`src/sv/rtcsf_pkg.sv`:
```
`timescale 1ns / 1ps
// rtcsf_pkg: shared types, constants and helper functions for the RTC set-frame block.
// No dependencies; used by the controller, datapath, top level and testbench.

package rtcsf_pkg;

	// frame layout
	localparam int FRAME_BYTES_DEF = 16;
	localparam int HDR_BYTES       = 9;     // command byte plus eight time bytes

	localparam logic [7:0] CMD_SET_TIME = 8'h01;
	localparam logic [7:0] FREEZE_BIT   = 8'h80;
	localparam logic [7:0] CTRL_B_RESET = 8'd10;

	// clock chip register offsets
	localparam logic [6:0] ADDR_SECONDS = 7'd0;
	localparam logic [6:0] ADDR_MINUTES = 7'd2;
	localparam logic [6:0] ADDR_HOURS   = 7'd4;
	localparam logic [6:0] ADDR_DOW     = 7'd6;
	localparam logic [6:0] ADDR_DATE    = 7'd7;
	localparam logic [6:0] ADDR_MONTH   = 7'd8;
	localparam logic [6:0] ADDR_YEAR    = 7'd9;
	localparam logic [6:0] ADDR_CTRL_B  = 7'h0B;
	localparam logic [6:0] ADDR_CENTURY = 7'h32;

	// write slots of a burst; slots 1..8 (except day of week) take frame byte of same index
	typedef logic [3:0] slot_t;
	localparam slot_t SLOT_FREEZE  = 4'd0;
	localparam slot_t SLOT_SECONDS = 4'd1;
	localparam slot_t SLOT_MINUTES = 4'd2;
	localparam slot_t SLOT_HOURS   = 4'd3;
	localparam slot_t SLOT_DOW     = 4'd4;
	localparam slot_t SLOT_DATE    = 4'd5;
	localparam slot_t SLOT_MONTH   = 4'd6;
	localparam slot_t SLOT_YEAR    = 4'd7;
	localparam slot_t SLOT_CENTURY = 4'd8;
	localparam slot_t SLOT_RESTORE = 4'd9;

	// offset that keeps the day-of-week sum non-negative; a multiple of 7
	localparam logic [11:0] DOW_BIAS_M1 = 12'd447;  // 448 - 1

	typedef enum logic [2:0] {
		ST_IDLE,
		ST_SUM,
		ST_DIV,
		ST_MOD,
		ST_REM,
		ST_EMIT
	} ctrl_state_t;

	typedef struct packed {
		logic capture;    // take rx byte
		logic dow_sum;    // day of week: partial sum and 26*(m+1)
		logic dow_div;    // add (26*(m+1))/10
		logic dow_mod;    // quotient by 7
		logic dow_rem;    // remainder plus one
		logic emit_load;  // load next write into output register
	} dp_cmd_t;

	typedef struct packed {
		logic frame_last; // current byte closes the frame
		logic cmd_set;    // byte 0 is the set-time command
		logic out_free;   // output register can take a write
		logic emit_last;  // slot counter on the restore write
	} dp_stat_t;

	// binary to BCD, tens nibble shifted and added, truncated to 8 bits
	function automatic logic [7:0] to_bcd(input logic [7:0] v);
		logic [15:0] prod;
		logic [4:0]  tens;
		logic [7:0]  ones;
		prod = {8'b0, v} * 16'd205;
		tens = prod[15:11];
		ones = v - 8'({3'b0, tens} * 8'd10);
		return {tens[3:0], 4'b0000} + ones;
	endfunction

endpackage

```
`src/sv/rtcsf_ifs.sv`:
```
`timescale 1ns / 1ps
// rtcsf_ifs: valid/ready channel interfaces for received bytes, register writes and config.
// Standalone; no package dependency.

interface rtcsf_rx_if;
	logic       valid;
	logic       ready;
	logic [7:0] rx_byte;
	modport source (output valid, output rx_byte, input ready);
	modport sink (input valid, input rx_byte, output ready);
endinterface

interface rtcsf_wr_if;
	logic       valid;
	logic       ready;
	logic [6:0] reg_addr;
	logic [7:0] reg_data;
	logic       last_write;
	modport source (output valid, output reg_addr, output reg_data, output last_write,
		input ready);
	modport sink (input valid, input reg_addr, input reg_data, input last_write,
		output ready);
endinterface

interface rtcsf_cfg_if;
	logic       valid;
	logic       ready;
	logic [7:0] control_b_value;
	modport source (output valid, output control_b_value, input ready);
	modport sink (input valid, input control_b_value, output ready);
endinterface

```
`src/sv/rtcsf_ctrl.sv`:
```
`timescale 1ns / 1ps
// rtcsf_ctrl: sequencer for frame capture, day-of-week steps and the write burst.
// Depends on rtcsf_pkg.

module rtcsf_ctrl (
	input  logic               clk,
	input  logic               arst_n,
	input  logic               rx_valid,
	output logic               rx_ready,
	input  rtcsf_pkg::dp_stat_t stat,
	output rtcsf_pkg::dp_cmd_t  cmd
);

	rtcsf_pkg::ctrl_state_t state_q, state_d;

	always_ff @(posedge clk or negedge arst_n) begin
		if (!arst_n) begin
			state_q <= rtcsf_pkg::ST_IDLE;
		end else begin
			state_q <= state_d;
		end
	end

	always_comb begin
		state_d = state_q;
		unique case (state_q)
			rtcsf_pkg::ST_IDLE: begin
				if (rx_valid && stat.frame_last && stat.cmd_set) begin
					state_d = rtcsf_pkg::ST_SUM;
				end
			end
			rtcsf_pkg::ST_SUM:  state_d = rtcsf_pkg::ST_DIV;
			rtcsf_pkg::ST_DIV:  state_d = rtcsf_pkg::ST_MOD;
			rtcsf_pkg::ST_MOD:  state_d = rtcsf_pkg::ST_REM;
			rtcsf_pkg::ST_REM:  state_d = rtcsf_pkg::ST_EMIT;
			rtcsf_pkg::ST_EMIT: begin
				if (stat.out_free && stat.emit_last) begin
					state_d = rtcsf_pkg::ST_IDLE;
				end
			end
			default: state_d = rtcsf_pkg::ST_IDLE;
		endcase
	end

	always_comb begin
		rx_ready = 1'b0;
		cmd      = '0;
		unique case (state_q)
			rtcsf_pkg::ST_IDLE: begin
				rx_ready    = 1'b1;
				cmd.capture = rx_valid;
			end
			rtcsf_pkg::ST_SUM:  cmd.dow_sum = 1'b1;
			rtcsf_pkg::ST_DIV:  cmd.dow_div = 1'b1;
			rtcsf_pkg::ST_MOD:  cmd.dow_mod = 1'b1;
			rtcsf_pkg::ST_REM:  cmd.dow_rem = 1'b1;
			rtcsf_pkg::ST_EMIT: cmd.emit_load = stat.out_free;
			default: begin
				rx_ready = 1'b0;
				cmd      = '0;
			end
		endcase
	end

endmodule

```
`src/sv/rtcsf_dp.sv`:
```
`timescale 1ns / 1ps
// rtcsf_dp: frame byte registers, byte counter, day-of-week arithmetic, BCD and output register.
// Depends on rtcsf_pkg; driven by rtcsf_ctrl.

module rtcsf_dp #(
	parameter int FRAME_BYTES = rtcsf_pkg::FRAME_BYTES_DEF
) (
	input  logic               clk,
	input  logic               arst_n,
	input  rtcsf_pkg::dp_cmd_t  cmd,
	output rtcsf_pkg::dp_stat_t stat,
	input  logic [7:0]         rx_byte,
	input  logic               cfg_fire,
	input  logic [7:0]         cfg_data,
	input  logic               out_ready,
	output logic               out_valid,
	output logic [6:0]         out_addr,
	output logic [7:0]         out_data,
	output logic               out_last
);

	localparam int CW = $clog2(FRAME_BYTES);
	localparam logic [CW-1:0] LAST_IDX = CW'(FRAME_BYTES - 1);

	logic [CW-1:0]     count_q;
	logic [7:0]        frame_q [rtcsf_pkg::HDR_BYTES];
	logic [7:0]        ctrl_b_q;
	rtcsf_pkg::slot_t  slot_q;

	// day-of-week working registers
	logic [10:0] asum_q;
	logic [12:0] p26_q;
	logic [10:0] u_q;
	logic [8:0]  q7_q;
	logic [2:0]  dow_q;

	logic        out_valid_q;
	logic [6:0]  out_addr_q;
	logic [7:0]  out_data_q;
	logic        out_last_q;

	logic        out_free;
	logic        load;

	logic [7:0]  yr, cen, mon, dat;
	logic [11:0] asum_full;
	logic [8:0]  m_inc;
	logic [26:0] div_prod;
	logic [24:0] mod_prod;
	logic [10:0] rem_full;
	logic [7:0]  bcd_src;
	logic [6:0]  addr_d;
	logic [7:0]  data_d;

	assign out_free = !out_valid_q || out_ready;
	assign load     = cmd.emit_load && out_free;

	assign stat.frame_last = (count_q == LAST_IDX);
	assign stat.cmd_set    = (frame_q[0] == rtcsf_pkg::CMD_SET_TIME);
	assign stat.out_free   = out_free;
	assign stat.emit_last  = (slot_q == rtcsf_pkg::SLOT_RESTORE);

	assign yr  = frame_q[7];
	assign cen = frame_q[8];
	assign mon = frame_q[6];
	assign dat = frame_q[5];

	// biased sum, never negative, fits 11 bits
	assign asum_full = rtcsf_pkg::DOW_BIAS_M1 + {4'b0, yr} + {6'b0, yr[7:2]}
		+ {6'b0, cen[7:2]} + {4'b0, dat} - {3'b0, cen, 1'b0};
	assign m_inc     = {1'b0, mon} + 9'd1;
	assign div_prod  = {14'b0, p26_q} * 27'd6554;   // /10 by reciprocal
	assign mod_prod  = {14'b0, u_q} * 25'd9363;     // /7 by reciprocal
	assign rem_full  = u_q - 11'({q7_q, 3'b000} - {3'b000, q7_q});

	// counter and frame capture
	always_ff @(posedge clk or negedge arst_n) begin
		if (!arst_n) begin
			count_q <= '0;
		end else if (cmd.capture) begin
			count_q <= (count_q == LAST_IDX) ? '0 : count_q + 1'b1;
		end
	end

	always_ff @(posedge clk) begin
		for (int i = 0; i < rtcsf_pkg::HDR_BYTES; i++) begin
			if (cmd.capture && count_q == CW'(i)) begin
				frame_q[i] <= rx_byte;
			end
		end
	end

	always_ff @(posedge clk or negedge arst_n) begin
		if (!arst_n) begin
			ctrl_b_q <= rtcsf_pkg::CTRL_B_RESET;
		end else if (cfg_fire) begin
			ctrl_b_q <= cfg_data;
		end
	end

	// day-of-week steps
	always_ff @(posedge clk) begin
		if (cmd.dow_sum) begin
			asum_q <= asum_full[10:0];
			p26_q  <= 13'({4'b0, m_inc} * 13'd26);
		end
		if (cmd.dow_div) begin
			u_q <= asum_q + {1'b0, div_prod[25:16]};
		end
		if (cmd.dow_mod) begin
			q7_q <= mod_prod[24:16];
		end
		if (cmd.dow_rem) begin
			dow_q <= rem_full[2:0] + 3'd1;
		end
	end

	// write slot decode
	always_comb begin
		bcd_src = frame_q[1];
		case (slot_q)
			rtcsf_pkg::SLOT_MINUTES: bcd_src = frame_q[2];
			rtcsf_pkg::SLOT_HOURS:   bcd_src = frame_q[3];
			rtcsf_pkg::SLOT_DATE:    bcd_src = frame_q[5];
			rtcsf_pkg::SLOT_MONTH:   bcd_src = frame_q[6];
			rtcsf_pkg::SLOT_YEAR:    bcd_src = frame_q[7];
			rtcsf_pkg::SLOT_CENTURY: bcd_src = frame_q[8];
			default:                 bcd_src = frame_q[1];
		endcase
	end

	always_comb begin
		addr_d = rtcsf_pkg::ADDR_CTRL_B;
		data_d = rtcsf_pkg::to_bcd(bcd_src);
		unique case (slot_q)
			rtcsf_pkg::SLOT_FREEZE: begin
				addr_d = rtcsf_pkg::ADDR_CTRL_B;
				data_d = ctrl_b_q | rtcsf_pkg::FREEZE_BIT;
			end
			rtcsf_pkg::SLOT_SECONDS: addr_d = rtcsf_pkg::ADDR_SECONDS;
			rtcsf_pkg::SLOT_MINUTES: addr_d = rtcsf_pkg::ADDR_MINUTES;
			rtcsf_pkg::SLOT_HOURS:   addr_d = rtcsf_pkg::ADDR_HOURS;
			rtcsf_pkg::SLOT_DOW: begin
				addr_d = rtcsf_pkg::ADDR_DOW;
				data_d = {5'b0, dow_q};
			end
			rtcsf_pkg::SLOT_DATE:    addr_d = rtcsf_pkg::ADDR_DATE;
			rtcsf_pkg::SLOT_MONTH:   addr_d = rtcsf_pkg::ADDR_MONTH;
			rtcsf_pkg::SLOT_YEAR:    addr_d = rtcsf_pkg::ADDR_YEAR;
			rtcsf_pkg::SLOT_CENTURY: addr_d = rtcsf_pkg::ADDR_CENTURY;
			rtcsf_pkg::SLOT_RESTORE: begin
				addr_d = rtcsf_pkg::ADDR_CTRL_B;
				data_d = ctrl_b_q;
			end
			default: begin
				addr_d = rtcsf_pkg::ADDR_CTRL_B;
				data_d = ctrl_b_q;
			end
		endcase
	end

	// slot counter and output register
	always_ff @(posedge clk or negedge arst_n) begin
		if (!arst_n) begin
			slot_q      <= rtcsf_pkg::SLOT_FREEZE;
			out_valid_q <= 1'b0;
		end else begin
			if (load) begin
				slot_q      <= (slot_q == rtcsf_pkg::SLOT_RESTORE) ? rtcsf_pkg::SLOT_FREEZE
					: slot_q + 4'd1;
				out_valid_q <= 1'b1;
			end else if (out_ready) begin
				out_valid_q <= 1'b0;
			end
		end
	end

	always_ff @(posedge clk) begin
		if (load) begin
			out_addr_q <= addr_d;
			out_data_q <= data_d;
			out_last_q <= (slot_q == rtcsf_pkg::SLOT_RESTORE);
		end
	end

	assign out_valid = out_valid_q;
	assign out_addr  = out_addr_q;
	assign out_data  = out_data_q;
	assign out_last  = out_last_q;

	// no byte is taken in the middle of a burst
	a_capture_idle: assert property (@(posedge clk) disable iff (!arst_n)
		cmd.capture |-> slot_q == rtcsf_pkg::SLOT_FREEZE)
		else $error("byte captured during a write burst");

	a_count_range: assert property (@(posedge clk) disable iff (!arst_n)
		count_q <= LAST_IDX)
		else $error("byte counter past end of frame");

	a_last_tag: assert property (@(posedge clk) disable iff (!arst_n)
		load && slot_q == rtcsf_pkg::SLOT_RESTORE |=> out_valid_q && out_last_q)
		else $error("restore write not tagged as last");

	a_dow_range: assert property (@(posedge clk) disable iff (!arst_n)
		cmd.dow_rem |=> dow_q != 3'd0)
		else $error("day of week outside 1 to 7");

endmodule

```
`src/sv/rtc_set_frame_to_register_writes_core.sv`:
```
`timescale 1ns / 1ps
// rtc_set_frame_to_register_writes_core: top level of the RTC set-time frame decoder.
// Depends on rtcsf_pkg, rtcsf_ifs, rtcsf_ctrl and rtcsf_dp.
//
// Usage:
//   rx  : one received serial byte per transaction. FRAME_BYTES bytes form a frame;
//         byte 0 is the command, bytes 1..8 are seconds, minutes, hours, (unused),
//         date, month, year and century, all binary.
//   wr  : clock-chip register writes (reg_addr, reg_data, last_write).
//   cfg : writes the control B shadow value (reset 10), always ready. Write it only
//         while the block is idle.
//   A frame with command 1 yields ten writes: control B with the freeze bit, the BCD
//   time fields with the day of week in the middle, then control B restored with
//   last_write set. Any other command drops the frame; the byte counter restarts.
// Timing:
//   Bytes are taken one per cycle while idle. After the closing byte of a set-time frame,
//   the day-of-week arithmetic runs in steps (sum, divide by 10, divide by 7, remainder),
//   then one write is loaded per cycle into the output register while it is free.
//   rx is held off during the compute and burst.
// Reset: arst_n clears the byte counter, sequencer, slot counter and output valid.
// Stall: while wr.ready is low the pending write holds in the output register and the
// burst pauses; once the last write is loaded, rx is taken again even if it waits.

module rtc_set_frame_to_register_writes_core #(
	parameter int FRAME_BYTES = rtcsf_pkg::FRAME_BYTES_DEF
) (
	input  logic      clk,
	input  logic      arst_n,
	rtcsf_rx_if.sink  rx,
	rtcsf_wr_if.source wr,
	rtcsf_cfg_if.sink cfg
);

	rtcsf_pkg::dp_cmd_t  cmd;
	rtcsf_pkg::dp_stat_t stat;
	logic                rx_ready;

	// config register is a plain write; no back-pressure
	assign cfg.ready = 1'b1;
	assign rx.ready  = rx_ready;

	rtcsf_ctrl u_ctrl (
		.clk      (clk),
		.arst_n   (arst_n),
		.rx_valid (rx.valid),
		.rx_ready (rx_ready),
		.stat     (stat),
		.cmd      (cmd)
	);

	rtcsf_dp #(
		.FRAME_BYTES (FRAME_BYTES)
	) u_dp (
		.clk       (clk),
		.arst_n    (arst_n),
		.cmd       (cmd),
		.stat      (stat),
		.rx_byte   (rx.rx_byte),
		.cfg_fire  (cfg.valid),
		.cfg_data  (cfg.control_b_value),
		.out_ready (wr.ready),
		.out_valid (wr.valid),
		.out_addr  (wr.reg_addr),
		.out_data  (wr.reg_data),
		.out_last  (wr.last_write)
	);

endmodule

```
`src/flat_wrapper.sv`:
```
// flat-port wrapper written by rule: the top's interface ports become plain ports
module rtc_set_frame_to_register_writes_core_flat 
#(
	parameter int FRAME_BYTES = rtcsf_pkg::FRAME_BYTES_DEF
)
  (clk, arst_n, rx_valid, rx_rx_byte, rx_ready, wr_valid, wr_reg_addr, wr_reg_data, wr_last_write, wr_ready, cfg_valid, cfg_control_b_value, cfg_ready);
  rtcsf_rx_if rx_i ();
  rtcsf_wr_if wr_i ();
  rtcsf_cfg_if cfg_i ();
  input  logic clk;
  input  logic arst_n;
  input wire logic [$bits(rx_i.valid)-1:0] rx_valid;
  input wire logic [$bits(rx_i.rx_byte)-1:0] rx_rx_byte;
  output wire logic [$bits(rx_i.ready)-1:0] rx_ready;
  output wire logic [$bits(wr_i.valid)-1:0] wr_valid;
  output wire logic [$bits(wr_i.reg_addr)-1:0] wr_reg_addr;
  output wire logic [$bits(wr_i.reg_data)-1:0] wr_reg_data;
  output wire logic [$bits(wr_i.last_write)-1:0] wr_last_write;
  input wire logic [$bits(wr_i.ready)-1:0] wr_ready;
  input wire logic [$bits(cfg_i.valid)-1:0] cfg_valid;
  input wire logic [$bits(cfg_i.control_b_value)-1:0] cfg_control_b_value;
  output wire logic [$bits(cfg_i.ready)-1:0] cfg_ready;
  assign rx_i.valid = rx_valid;
  assign rx_i.rx_byte = rx_rx_byte;
  assign rx_ready = rx_i.ready;
  assign wr_valid = wr_i.valid;
  assign wr_reg_addr = wr_i.reg_addr;
  assign wr_reg_data = wr_i.reg_data;
  assign wr_last_write = wr_i.last_write;
  assign wr_i.ready = wr_ready;
  assign cfg_i.valid = cfg_valid;
  assign cfg_i.control_b_value = cfg_control_b_value;
  assign cfg_ready = cfg_i.ready;
  rtc_set_frame_to_register_writes_core #(.FRAME_BYTES(FRAME_BYTES)) u_core (.clk(clk), .arst_n(arst_n), .rx(rx_i), .wr(wr_i), .cfg(cfg_i));
endmodule
```
`config.mk`:
```
export PLATFORM = sky130hd
export DESIGN_NAME = rtc_set_frame_to_register_writes_core_flat
export DESIGN_NICKNAME = d
export VERILOG_FILES = /design/src/sv/rtcsf_pkg.sv /design/src/sv/rtcsf_ifs.sv /design/src/sv/rtcsf_ctrl.sv /design/src/sv/rtcsf_dp.sv /design/src/sv/rtc_set_frame_to_register_writes_core.sv /design/src/flat_wrapper.sv
export SDC_FILE = /design/constraint.sdc
export NUM_CORES = 1
export LEC_CHECK = 0
export ABC_AREA = 1
export BUFFER_PORTS_ARGS = -buffer_cell sky130_fd_sc_hd__buf_4
export CORE_MARGIN = 5
export CORE_UTILIZATION = 50
export DETAILED_ROUTE_END_ITERATION = 16
export GPL_TIMING_DRIVEN = 0
export PLACE_DENSITY = 0.77
export SYNTH_ARGS = -nofsm -noshare
export SYNTH_HDL_FRONTEND = slang
export SYNTH_SLANG_ARGS = --single-unit
```
`constraint.sdc`:
```
create_clock -name clk -period 10.7 [get_ports clk]
set_input_delay 0 -clock clk [delete_from_list [all_inputs] [get_ports clk]]
set_output_delay 0 -clock clk [all_outputs]
set_load 0.05 [all_outputs]
```
==> flow_metrics.env <==
export IMPL_drc=0
export IMPL_path_clk_slew_ns=0.06
export IMPL_wl_mm=25.2
export IMPL_layout_nets=1733
export IMPL_fp_row_count=59
export IMPL_viasPerCell=5.18
export IMPL_ctsResizeCount=0
export IMPL_hold_path_class="input port to asynchronous set/reset pin"
export IMPL_core_area_um2=25800
export IMPL_via_count=8872
export IMPL_overflow=0
export IMPL_slew_headroom=0.173
export IMPL_drtIter0Drc=502
export IMPL_place_congestion=0.856
export IMPL_antenna_found_initial=0
export IMPL_holdWs_ns=0.0161
export IMPL_synth_seq_area_share=0.312
export IMPL_required_ns=10.87
export IMPL_port_buffers=37
export IMPL_syn_inst=1288
export IMPL_min_period_ns=8.57
export IMPL_grt_pass1_vias=9532
export IMPL_dieArea_um2=29300
export IMPL_netlist_area_leader_share=0.273
export IMPL_ys_types=48
export IMPL_clock_tree_buffer_depth=2
export IMPL_synth_fp_nets=1655
export IMPL_crit_buf_inv=9
export IMPL_cts_sinks=138
export IMPL_arrival_ns=8.75
export IMPL_ios=40
export IMPL_start_kind="flop"
export IMPL_critPathMostFrequentCell="inv_1"
export IMPL_end_kind="flop"
export IMPL_fin_skew_ns=0.00591
export IMPL_ctsRootBufferMaster="clkbuf_16"
export IMPL_insertion_delay_ns=0.43
export IMPL_cts_max_level=4
export IMPL_areaGrowthSynthToFinish_pct=11.6
export IMPL_drv_cap=0
export IMPL_regArea_um2=4050
export IMPL_fp_dieH_um=171
export IMPL_slew_violations=0
export IMPL_cp_max_fo=10
export IMPL_fin_util=0.561
export IMPL_fin_crit_sh=0.801
export IMPL_slowest_stage="fa_1"
export IMPL_synth_warnings=0
export IMPL_timing_final_hold_violations=0
export IMPL_synth_ff_type="edfxtp_1"
export IMPL_setup_slack_ns=2.13
export IMPL_ys_seq_elements=138
export IMPL_synth_edf_count=118
export IMPL_final_common_cell="inv_1"
export IMPL_grt_pass1_wl_mm=43.6
export IMPL_avgSynthCellArea_um2=10.1
export IMPL_yosys_top_cells_area="edfxtp_1, ha_1, fa_1"
export IMPL_cp_top_family="adder cells"
export IMPL_synthesis_area_um2=13000
export IMPL_worst_pin_slew_ns=1.23
export IMPL_drtAntennaViolNets=0
export IMPL_start_util=0.503
export IMPL_status="finished, final reports clean"
export IMPL_synth_async_reset_ratio=0.145
export IMPL_dp_hpwl_mm=20.4
export IMPL_wl_per_cell_um=14.7
export IMPL_yosysTopAreaCell="edfxtp_1"
export IMPL_cpPeakStageDelay_ns=0.58
export IMPL_mostFrequentLayoutCells="inv_1, ha_1, nand2_1"
export IMPL_antenna_cells=0
export IMPL_multi_input_area_um2=7740
export IMPL_crit_type="flop to flop"
export IMPL_drtPass1Iterations=5
export IMPL_rsz0062_at_grt="false"
export IMPL_die_w_um=171
export IMPL_grt_max_degree=21
export IMPL_dpl_worst_slack_ns=2.16
export IMPL_max_freq_mhz=117
export IMPL_grtUsageTotal=0.184
export IMPL_cts_buffers=17
export IMPL_cts_tree="built"
export IMPL_fin_setup_tns_ns=0
export IMPL_setup_viol=0
export IMPL_nFillCells=2149
export IMPL_drive_above_1_share=0.0827
==> final timing paths <==
check | start | to | slack (ns) | cells after the start
setup / recovery | u_core.u_dp.slot_q[1] | u_core.u_dp.out_data[7] | 2.13 | 42
hold / removal | arst_n | u_core.u_dp.ctrl_b_q[2] | 0.02 | 2
setup reg to reg | u_core.u_dp.slot_q[1] | u_core.u_dp.out_data[7] | 2.13 | 42
hold reg to reg | u_core.u_dp.ctrl_b_q[3] | u_core.u_dp.ctrl_b_q[3] | 0.48 | 2
max in group asynchronous | arst_n | u_core.u_dp.ctrl_b_q[1] | 10.40 | 2
min in group clk | cfg_control_b_value[1] | u_core.u_dp.ctrl_b_q[1] | 0.34 | 4
==> cells in the mapped netlist, drive strengths merged, types with 2 or more instances <==
cell type / n
dfrtp: 18
nand4: 10
nand3: 44
inv: 311
o221ai: 3
buf: 4
o22ai: 6
ha: 249
edfxtp: 118
xnor2: 20
o211ai: 2
a21o: 2
nor3: 11
conb: 2
nor4: 4
fa: 97
a221oi: 4
nand2: 130
o21bai: 3
o31ai: 2
xor2: 46
nor2: 70
clkbuf: 3
a21oi: 69
dfstp: 2
or2: 5
a211oi: 2
a31oi: 3
a22oi: 2
o21ai: 37
==> metrics by stage <==
stage / instances / cell area (µm²)
floorplan: 1288 / 13000
global placement: 1660 / 13700
detailed placement: 1662 / 13700
CTS: 1714 / 14500
global route: 1714 / 14500
finish: 1714 / 14500
==> state kept, by name (all words and copies together), names as in the netlist <==
| register | count |
|---|---|
| u_core.u_dp.count_q | 4 |
| u_core.u_dp.slot_q | 4 |
| u_core.u_dp.q7_q | 3 |
| u_core.u_dp.out_data | 8 |
| u_core.u_dp.out_last | 1 |
| u_core.u_dp.u_q | 11 |
| u_core.u_dp.asum_q | 11 |
| u_core.u_dp.ctrl_b_q | 8 |
| u_core.u_dp.dow_q | 3 |
| u_core.u_dp.out_addr | 5 |
| u_core.u_dp.frame_q | 64 |
| u_core.u_dp.p26_q | 12 |
| u_core.u_ctrl.state_q | 3 |
| u_core.u_dp.out_valid | 1 |
==> metal layers <==
| layer | vias up | track usage | share of wire |
|---|---|---|---|
| met5 | - | 0 | 0 |
| met4 | 0 | 0.0613 | 0.023 |
| met3 | 48 | 0.0277 | 0.038 |
| met2 | 197 | 0.332 | 0.51 |
| met1 | 4264 | 0.227 | 0.42 |
| li1 | 4363 | - | - |
==> cell type report <==
| type | instances | area share |
|---|---|---|
| timing repair buffer | 59 | 0.0345 |
| clock buffer | 19 | 0.0306 |
| tap | 335 | 0.0289 |
| multi-input combinational | 832 | 0.534 |
| buffer | 7 | 0.00285 |
| clock inverter | 13 | 0.00915 |
| inverter | 311 | 0.0806 |
| sequential | 138 | 0.279 |
==> cell families (layout without fill, tap and decap cells) <==
family,after synthesis,count (layout),synth area share
xor+xnor,66,66,0.0445
other cells,2,2,0.000578
buf+inv,318,409,0.0931
compound gates,139,139,0.0603
mux,1,1,0.000867
fa+ha+maj,346,346,0.389
flops,138,138,0.312
simple gates,278,278,0.0997
==> repair_timing <==
item,4_1_cts,5_1_grt
endpoints found under the setup margin,0,0
hold buffers,20,0
endpoints found under the hold margin,95,0
setup buffers,0,0
Power is not shown: default switching activity piles up to over one toggle a cycle in this logic, so the estimate is an artifact.
